`src/rtl/assert_macros.svh`:
```
// assertion helpers shared by the rtl modules
`ifndef ASSERT_MACROS_SVH
`define ASSERT_MACROS_SVH

`ifndef ASSERT_OFF

// clocked check, held off while reset is active
`define ASSERT_CLK(lbl, clk, rst_n, prop) \
    lbl: assert property (@(posedge clk) disable iff (!rst_n) prop) \
        else $error("assertion failed");

// clocked check, also active during reset
`define ASSERT_ALWAYS(lbl, clk, prop) \
    lbl: assert property (@(posedge clk) prop) \
        else $error("assertion failed");

`else

`define ASSERT_CLK(lbl, clk, rst_n, prop)
`define ASSERT_ALWAYS(lbl, clk, prop)

`endif

`endif

```
`src/rtl/mnpt_pkg.sv`:
```
package mnpt_pkg;

    // event kinds
    localparam logic [1:0] MODE_NOTE_ON  = 2'd0;
    localparam logic [1:0] MODE_NOTE_OFF = 2'd1;
    localparam logic [1:0] MODE_OTHER    = 2'd2;
    localparam logic [1:0] MODE_END      = 2'd3;

    // result status codes
    localparam logic [2:0] ST_ACCEPTED  = 3'd0;
    localparam logic [2:0] ST_COMPLETED = 3'd1;
    localparam logic [2:0] ST_UNMATCHED = 3'd2;
    localparam logic [2:0] ST_FULL      = 3'd3;
    localparam logic [2:0] ST_CLEARED   = 3'd4;

    localparam logic [31:0] DUR_MAX = 32'hFFFF_FFFF;

    // one input event
    typedef struct packed {
        logic [1:0]  mode;
        logic [27:0] delta_time;
        logic [3:0]  channel;
        logic [6:0]  key;
        logic [6:0]  velocity;
    } t_in;

    // one result
    typedef struct packed {
        logic [2:0]  status;
        logic [3:0]  note_channel;
        logic [6:0]  note_key;
        logic [6:0]  note_velocity;
        logic [31:0] note_duration;
        logic [23:0] note_start_index;
        logic [4:0]  open_count;
    } t_out;

    // note identity held in a table cell
    typedef struct packed {
        logic [3:0] channel;
        logic [6:0] key;
        logic [6:0] velocity;
    } t_note;

    // sequencer states
    typedef enum logic [1:0] {
        S_IDLE,
        S_UPDATE,
        S_SELECT,
        S_DONE
    } t_state;

    // commands from controller to datapath
    typedef struct packed {
        logic load;
        logic update;
        logic select;
    } t_cmd;

    // status from datapath to controller
    typedef struct packed {
        logic is_note_off;
    } t_stat;

endpackage

```
`src/rtl/midi_note_pair_tracker.sv`:
```
// MIDI note pair tracker. Events go in through start/busy: an event transfers
// at a rising edge with start high and busy low. Each event yields exactly one
// result, shown on o_result for a single cycle with o_valid high; there is no
// way to hold a result off, so the receiver must take it in that cycle. An
// event passes through the sequencer steps in order: update of all open notes,
// one extra step to pick and remove the oldest matching note for a note-off,
// then the result cycle; no new event is taken until these are done. The
// result cycle is the last busy cycle. Open notes are held in MAX_OPEN_NOTES
// cells in age order; all cells age in parallel. Notes still open at end of
// track are dropped without a result.
module midi_note_pair_tracker
    import mnpt_pkg::*;
#(
    parameter int MAX_OPEN_NOTES = 16
) (
    input  logic i_clk,
    input  logic i_rst_n,
    input  logic start,
    output logic busy,
    input  t_in  i_item,
    output logic o_valid,
    output t_out o_result
);

    t_cmd  cmd;
    t_stat stat;

    // sequencer
    mnpt_ctrl u_ctrl (
        .i_clk   (i_clk),
        .i_rst_n (i_rst_n),
        .start   (start),
        .i_stat  (stat),
        .busy    (busy),
        .o_valid (o_valid),
        .o_cmd   (cmd)
    );

    // note table and result register
    mnpt_datapath #(
        .MAX_OPEN_NOTES (MAX_OPEN_NOTES)
    ) u_datapath (
        .i_clk    (i_clk),
        .i_rst_n  (i_rst_n),
        .i_cmd    (cmd),
        .i_item   (i_item),
        .o_stat   (stat),
        .o_result (o_result)
    );

endmodule

```
`src/rtl/mnpt_ctrl.sv`:
```
`include "assert_macros.svh"

module mnpt_ctrl
    import mnpt_pkg::*;
(
    input  logic  i_clk,
    input  logic  i_rst_n,
    input  logic  start,
    input  t_stat i_stat,
    output logic  busy,
    output logic  o_valid,
    output t_cmd  o_cmd
);

    t_state r_state;
    t_state n_state;

    // state register
    always_ff @(posedge i_clk) begin
        if (!i_rst_n) begin
            r_state <= S_IDLE;
        end else begin
            r_state <= n_state;
        end
    end

    // next state
    always_comb begin
        n_state = r_state;
        case (r_state)
            S_IDLE: begin
                if (start) n_state = S_UPDATE;
            end
            S_UPDATE: begin
                n_state = i_stat.is_note_off ? S_SELECT : S_DONE;
            end
            S_SELECT: begin
                n_state = S_DONE;
            end
            S_DONE: begin
                n_state = S_IDLE;
            end
            default: begin
                n_state = S_IDLE;
            end
        endcase
    end

    // outputs
    always_comb begin
        busy         = 1'b1;
        o_valid      = 1'b0;
        o_cmd        = '0;
        case (r_state)
            S_IDLE: begin
                busy       = 1'b0;
                o_cmd.load = start;
            end
            S_UPDATE: begin
                o_cmd.update = 1'b1;
            end
            S_SELECT: begin
                o_cmd.select = 1'b1;
            end
            S_DONE: begin
                o_valid = 1'b1;
            end
            default: begin
                busy = 1'b0;
            end
        endcase
    end

    // a result strobe lasts a single cycle
    `ASSERT_CLK(a_strobe_single, i_clk, i_rst_n, o_valid |=> !o_valid)
    // a transfer in always leads to the update step
    `ASSERT_CLK(a_load_update, i_clk, i_rst_n, o_cmd.load |=> o_cmd.update)
    // the strobe only follows an update or select step
    `ASSERT_CLK(a_strobe_src, i_clk, i_rst_n,
                o_valid |-> ($past(o_cmd.update) || $past(o_cmd.select)))

endmodule

```
`src/rtl/mnpt_datapath.sv`:
```
`include "assert_macros.svh"

module mnpt_datapath
    import mnpt_pkg::*;
#(
    parameter int MAX_OPEN_NOTES = 16
) (
    input  logic  i_clk,
    input  logic  i_rst_n,
    input  t_cmd  i_cmd,
    input  t_in   i_item,
    output t_stat o_stat,
    output t_out  o_result
);

    localparam int N  = MAX_OPEN_NOTES;
    localparam int CW = $clog2(N + 1);

    // latched event
    t_in r_in;

    // table cells, kept in age order: cell 0 holds the oldest open note
    logic [N-1:0]  r_valid, n_valid;
    t_note         r_note  [N];
    t_note         n_note  [N];
    logic [31:0]   r_dur   [N];
    logic [31:0]   n_dur   [N];
    logic [23:0]   r_start [N];
    logic [23:0]   n_start [N];
    logic [N-1:0]  r_match, n_match;
    logic [CW-1:0] r_count, n_count;
    logic [23:0]   r_pos, n_pos;
    t_out          r_res, n_res;

    // control state
    always_ff @(posedge i_clk) begin
        if (!i_rst_n) begin
            r_valid <= '0;
            r_count <= '0;
            r_pos   <= '0;
        end else begin
            r_valid <= n_valid;
            r_count <= n_count;
            r_pos   <= n_pos;
        end
    end

    // payload
    always_ff @(posedge i_clk) begin
        if (i_cmd.load) r_in <= i_item;
        r_note  <= n_note;
        r_dur   <= n_dur;
        r_start <= n_start;
        r_match <= n_match;
        r_res   <= n_res;
    end

    // table update and note selection
    always_comb begin
        logic [32:0]   sum;
        logic [N-1:0]  pre;
        logic [N-1:0]  first;
        t_note         sel_note;
        logic [31:0]   sel_dur;
        logic [23:0]   sel_start;
        logic [CW+4:0] oc_wide;

        sum     = '0;
        n_valid = r_valid;
        n_note  = r_note;
        n_dur   = r_dur;
        n_start = r_start;
        n_match = r_match;
        n_count = r_count;
        n_pos   = r_pos;
        n_res   = r_res;

        // prefix or of the match vector: cells at or above the oldest hit
        pre = r_match;
        for (int s = 1; s < N; s = s * 2) begin
            pre = pre | (pre << s);
        end
        first = pre & ~(pre << 1);

        // and-or pick of the oldest matching cell
        sel_note  = '0;
        sel_dur   = '0;
        sel_start = '0;
        for (int i = 0; i < N; i++) begin
            if (first[i]) begin
                sel_note  = sel_note | r_note[i];
                sel_dur   = sel_dur | r_dur[i];
                sel_start = sel_start | r_start[i];
            end
        end

        if (i_cmd.update) begin
            // age every open note and look up the key
            for (int i = 0; i < N; i++) begin
                sum = {1'b0, r_dur[i]} + {5'b0, r_in.delta_time};
                if (r_valid[i]) n_dur[i] = sum[32] ? DUR_MAX : sum[31:0];
                n_match[i] = r_valid[i] && (r_note[i].channel == r_in.channel)
                             && (r_note[i].key == r_in.key);
            end
            n_res = '0;
            n_pos = r_pos + 24'd1;
            case (r_in.mode)
                MODE_END: begin
                    n_valid      = '0;
                    n_count      = '0;
                    n_pos        = '0;
                    n_res.status = ST_CLEARED;
                end
                MODE_NOTE_ON: begin
                    if (r_count == CW'(N)) begin
                        n_res.status = ST_FULL;
                    end else begin
                        // append behind the youngest open note
                        for (int i = 0; i < N; i++) begin
                            if (CW'(i) == r_count) begin
                                n_valid[i] = 1'b1;
                                n_note[i]  = '{channel: r_in.channel, key: r_in.key,
                                               velocity: r_in.velocity};
                                n_dur[i]   = '0;
                                n_start[i] = r_pos;
                            end
                        end
                        n_count      = r_count + CW'(1);
                        n_res.status = ST_ACCEPTED;
                    end
                end
                MODE_NOTE_OFF: begin
                    n_res.status = ST_UNMATCHED;
                end
                MODE_OTHER: begin
                    n_res.status = ST_ACCEPTED;
                end
                default: begin
                    n_res.status = ST_ACCEPTED;
                end
            endcase
        end

        if (i_cmd.select) begin
            if (|r_match) begin
                // report the note and close the gap it leaves
                n_res.status           = ST_COMPLETED;
                n_res.note_channel     = sel_note.channel;
                n_res.note_key         = sel_note.key;
                n_res.note_velocity    = sel_note.velocity;
                n_res.note_duration    = sel_dur;
                n_res.note_start_index = sel_start;
                for (int i = 0; i < N - 1; i++) begin
                    if (pre[i]) begin
                        n_valid[i] = r_valid[i+1];
                        n_note[i]  = r_note[i+1];
                        n_dur[i]   = r_dur[i+1];
                        n_start[i] = r_start[i+1];
                    end
                end
                if (pre[N-1]) n_valid[N-1] = 1'b0;
                n_count = r_count - CW'(1);
            end else begin
                n_res.status = ST_UNMATCHED;
            end
        end

        // open count after the event, low five bits
        oc_wide = {5'b0, n_count};
        if (i_cmd.update || i_cmd.select) n_res.open_count = oc_wide[4:0];
    end

    assign o_stat.is_note_off = (r_in.mode == MODE_NOTE_OFF);
    assign o_result           = r_res;

    // open cells always form a prefix whose length is the count
    `ASSERT_CLK(a_count_valid, i_clk, i_rst_n, $countones(r_valid) == int'(r_count))
    `ASSERT_CLK(a_valid_prefix, i_clk, i_rst_n, ((r_valid + 1'b1) & r_valid) == '0)
    // a completed note always leaves one cell fewer
    `ASSERT_CLK(a_remove_count, i_clk, i_rst_n,
                (i_cmd.select && (|r_match)) |=> (r_count == $past(r_count) - CW'(1)))

endmodule
```
`config.mk`:
```
export PLATFORM = sky130hd
export DESIGN_NAME = midi_note_pair_tracker
export DESIGN_NICKNAME = d
export VERILOG_FILES = /design/src/rtl/mnpt_pkg.sv /design/src/rtl/midi_note_pair_tracker.sv /design/src/rtl/mnpt_ctrl.sv /design/src/rtl/mnpt_datapath.sv
export VERILOG_INCLUDE_DIRS = /design/src /design/src/rtl
export SDC_FILE = /design/constraint.sdc
export NUM_CORES = 2
export LEC_CHECK = 0
export ABC_CLOCK_PERIOD_IN_PS = 8170
export BUFFER_PORTS_ARGS = -buffer_cell sky130_fd_sc_hd__buf_2
export CORE_AREA = 2 2 403 405
export CTS_BUF_LIST = sky130_fd_sc_hd__clkbuf_16
export CTS_CLUSTER_SIZE = 24
export DETAILED_ROUTE_END_ITERATION = 16
export DIE_AREA = 0 0 405 407
export PLACE_DENSITY = 0.72
export SLEW_MARGIN = 20
export SYNTH_ARGS = -nofsm -noshare
export SYNTH_HDL_FRONTEND = slang
export SYNTH_SLANG_ARGS = --single-unit
```
`constraint.sdc`:
```
create_clock -name i_clk -period 8.17 [get_ports i_clk]
set_input_delay 1.2255 -clock i_clk [delete_from_list [all_inputs] [get_ports i_clk]]
set_output_delay 1.2255 -clock i_clk [all_outputs]
set_load 0.02 [all_outputs]
```
==> impl_summary.log <==
INFO  metric timing.final.hold_violations = 0
INFO  metric cts_inserted_buffers = 159
INFO  metric placement.io_buffers = 134
INFO  metric clock_tree.htree_level_count = 4
INFO  metric clock_latency = 830 ps
INFO  metric half_perimeter_wire_length_after_placement = 222 mm
INFO  metric crit_buf_inv = 2
INFO  metric overflow = 0
INFO  metric areaGrowthSynthToFinish = 7.98%
INFO  metric final_util = 0.593
INFO  metric die_w = 405 um
INFO  metric final_nets = 11113
INFO  metric detailroute.via_count = 86342
INFO  metric timing.fmax = 185 MHz
INFO  metric hold_ws = 458 ps
INFO  metric pwr_density_cell = 443 nW/um2
INFO  metric n_fill_cell = 14393
INFO  metric yosys.cell_types.count = 87
INFO  metric grt_util_all_layers = 0.363
INFO  metric synth.area.mux_share = 0.0692
INFO  metric critical-path-max-stage-delay = 910 ps
INFO  metric ioPinCount = 135
INFO  metric totalWireLength = 311 mm
INFO  metric layout_cells_sized_above_1 = 0.0649
INFO  metric post_synth.cell_area_avg = 8.05 um2
INFO  metric grt_first_pass_wirelength = 473 mm
INFO  metric yosys_warnings = 0
INFO  metric placementRows = 147
INFO  metric finalWorstPathRequiredPeriod = 5400 ps
INFO  metric synth_top_area_share = 0.280
INFO  metric synth-compound-area-share = 0.280
INFO  metric post_cts.repair.setup_buffers = 0
INFO  metric placedCellCount = 12581
INFO  metric max_transition_margin = 0.195
INFO  metric timing_worst_slew_pin_value = 1210 ps
INFO  metric largest_cells_by_area_after_synthesis = dfxtp_1 28%, o21ai_0 6.9%, mux2i_1 6.9%
INFO  metric drc = 0
INFO  metric cp_data_required_time = 8900 ps
INFO  metric final_max_slew_viol_count = 0
INFO  metric post_cts_resize_count = 0
INFO  metric skew = 55.2 ps
INFO  metric timing.reg2reg.setup_slack = 2770 ps
INFO  metric synth_simple_gate_area_frac = 0.154
INFO  metric number_of_cells_produced_by_synthesis = 10929
INFO  metric synth-adder-area-share = 0.0695
INFO  metric via_per_inst = 6.70
INFO  metric syn_area = 87900 um2
INFO  metric final-instance-count-excl-fill = 12878
INFO  metric dr.first_iter.drc_count = 10454
INFO  metric detail_route.wl_per_cell = 24.2 um
INFO  metric postPlaceCellArea = 89800 um2
INFO  metric yosys.area_share.xor_xnor = 0.0566
INFO  metric p_leak = 0.0378 uW
INFO  metric max_cap_violations = 0
INFO  metric cts_tree = built
INFO  metric holdCritPathClass = reg -> reg
INFO  metric cts_buffer_depth = 3
INFO  metric initial_utilization = 0.549
INFO  metric grt_setup_unrepaired = no
INFO  metric synth_seq_cells = 1377
INFO  metric first_global_vias = 79874
INFO  metric sink_count = 1377
INFO  metric endpoint_kind = flop
INFO  metric timing.critical_path.from = u_datapath.r_match[0]
INFO  metric grt_max_degree = 156
INFO  metric antenna_left = 0
INFO  metric final_count_of_negative_setup_slack_endpoints = 0
INFO  metric peakVddDrop = 0.000307 V
INFO  metric critPathSlowestCell = nor2_4
INFO  metric finalWeightedCongestion = 0.979
INFO  metric kind_of_critical_path = reg -> reg
INFO  metric critical_path.startpoint_type = flop
INFO  metric die_h = 407 um
INFO  metric critical_path.cell_chain = buf_12 -> or4_4 -> or4b_1 -> nand3b_4 -> or4_1 -> nor2_4 -> buf_4 -> a222oi_1 -> a31oi_1 -> a31o_2
INFO  metric drt_first_pass_iters = 14
INFO  metric postSynthNetCount = 11459
INFO  metric final_min_period_over_clock_period = 0.661
INFO  metric post-synth-top-area-cell = dfxtp_1
INFO  metric yosys_most_used_dff = dfxtp_1
INFO  metric synthArstFlopShare = 0
INFO  metric holdBufCountCts = 0
INFO  metric cpLargestDelayFamily = simple AND/OR/NAND/NOR gates
INFO  metric post-synth-top-count-cell = nand2_1
INFO  metric total_neg_setup_slack = 0 ps
INFO  metric status = finished clean
INFO  metric synth.top_cells.by_count = 1295 x nand2_1, 1231 x dfxtp_1, 1210 x o21ai_0
INFO  metric die_ar = 165000 um2
INFO  metric layout.cell_area.non_filler = 95000 um2
INFO  metric r2r_start = u_datapath.r_match[0]
INFO  metric synth_enable_flop_cells = 146
INFO  metric hp-start = u_datapath.r_start[352]
INFO  metric antenna_found_initial = 7
INFO  metric path_clk_slew = 60 ps
INFO  metric synth_seq_area_share = 0.330
INFO  metric cp_max_fo = 155
INFO  metric core_region_area = 160000 um2
INFO  metric cts.root.buffer_cell = clkbuf_16
INFO  metric wp_data_arrival = 6140 ps
INFO  metric synth_top_family_by_area = compound AO/OA/AOI/OAI gates
==> power by group <==
group	internal (uW)	leakage, uW	switching, uW
clock	3890	0.00266	3140
sequential	9710	0.0116	3270
combinational	8590	0.0235	13400
total	22200	0.0378	19800
==> worst paths after layout <==
path                                           endpoint  cells after the start
worst max register to register  u_datapath.o_result[31]                     10
worst min-delay path            u_datapath.r_start[376]                      2
worst min register to register  u_datapath.r_start[376]                      2
worst max-delay path            u_datapath.o_result[31]                     10
==> placed cells by master (no fill, tap or decap), types with 26 or more instances in the layout <==
cell	synthesis	layout
ha_1	463	461
o21ai_0	1210	1202
nand3_1	324	324
nor3_1	114	110
clkbuf_16	0	166
edfxtp_1	146	146
a211oi_1	88	88
a221oi_1	110	110
nand4_1	106	106
a221o_1	82	82
o211ai_1	64	64
nor2_1	794	776
o21a_1	83	79
xnor2_1	408	408
nand2b_1	55	55
o21bai_1	52	52
inv_1	132	176
o221ai_1	56	56
clkinv_1	0	29
o31ai_1	43	42
nor2b_1	43	42
buf_2	29	134
o22ai_1	67	67
xor2_1	160	160
a31o_2	81	81
dfxtp_1	1231	1231
a21oi_1	932	931
nand2_1	1295	1287
clkinv_2	0	34
and3_1	104	102
or3_1	35	35
o21ai_1	27	26
mux2i_1	602	602
a31oi_1	312	312
a21o_1	214	214
a22oi_1	158	158
buf_4	0	151
and2_1	55	45
a222oi_1	148	148
==> metrics by stage <==
stage | setup slack, ps | power, uW
3_3_place_gp | 3020 | 33600
2_1_floorplan | 3570 | 28100
5_1_grt | 2620 | 44700
6_report | 2770 | 42000
3_5_place_dp | 2950 | 34300
4_1_cts | 2870 | 41400
==> worst register-to-register path, cell delays in order (launching register included) <==
cell	delay, ps
edfxtp_1	410
buf_12	280
or4_4	690
or4b_1	710
nand3b_4	350
or4_1	630
nor2_4	910
buf_4	720
a222oi_1	250
a31oi_1	230
a31o_2	130
==> sequential cells by signal, indices dropped and copies added (netlist names) <==
| signal | flops |
|---|---|
| u_datapath.r_dur | 512 |
| u_datapath.r_pos | 24 |
| u_ctrl.r_state | 2 |
| u_datapath.r_in | 48 |
| u_datapath.r_valid | 16 |
| u_datapath.o_result | 82 |
| u_datapath.r_count | 5 |
| u_datapath.r_start | 384 |
| u_datapath.r_note | 288 |
| u_datapath.r_match | 16 |
==> layer usage <==
| metal | routed length [um] | track usage | part of all wire | vias up |
|---|---|---|---|---|
| li1 | - | - | - | 39907 |
| met1 | 131000 | 0.486 | 0.42 | 41205 |
| met2 | 134000 | 0.553 | 0.43 | 4347 |
| met3 | 28500 | 0.0677 | 0.092 | 875 |
| met4 | 17400 | 0.191 | 0.056 | 8 |
| met5 | 56 | 0 | 0.00018 | - |
==> area by class of cell <==
| cell class | count | area, um2 | area share |
|---|---|---|---|
| diodes | 2 | 5.00 | 0.0000527 |
| clock buffers | 166 | 4150 | 0.0437 |
| clock inverters | 128 | 920 | 0.00968 |
| inverters | 132 | 503 | 0.00530 |
| multi-input cells | 8624 | 55800 | 0.587 |
| flip-flops and latches | 1377 | 29000 | 0.306 |
| well taps | 2160 | 2700 | 0.0285 |
| repair buffers | 289 | 1890 | 0.0199 |
==> cell families after synthesis <==
group	count (synthesis)
compound gates	3915
mux	607
fa+ha+maj	479
simple gates	3055
xor+xnor	568
buf+inv	928
flops	1377
Power figures use the tool's default switching activity.
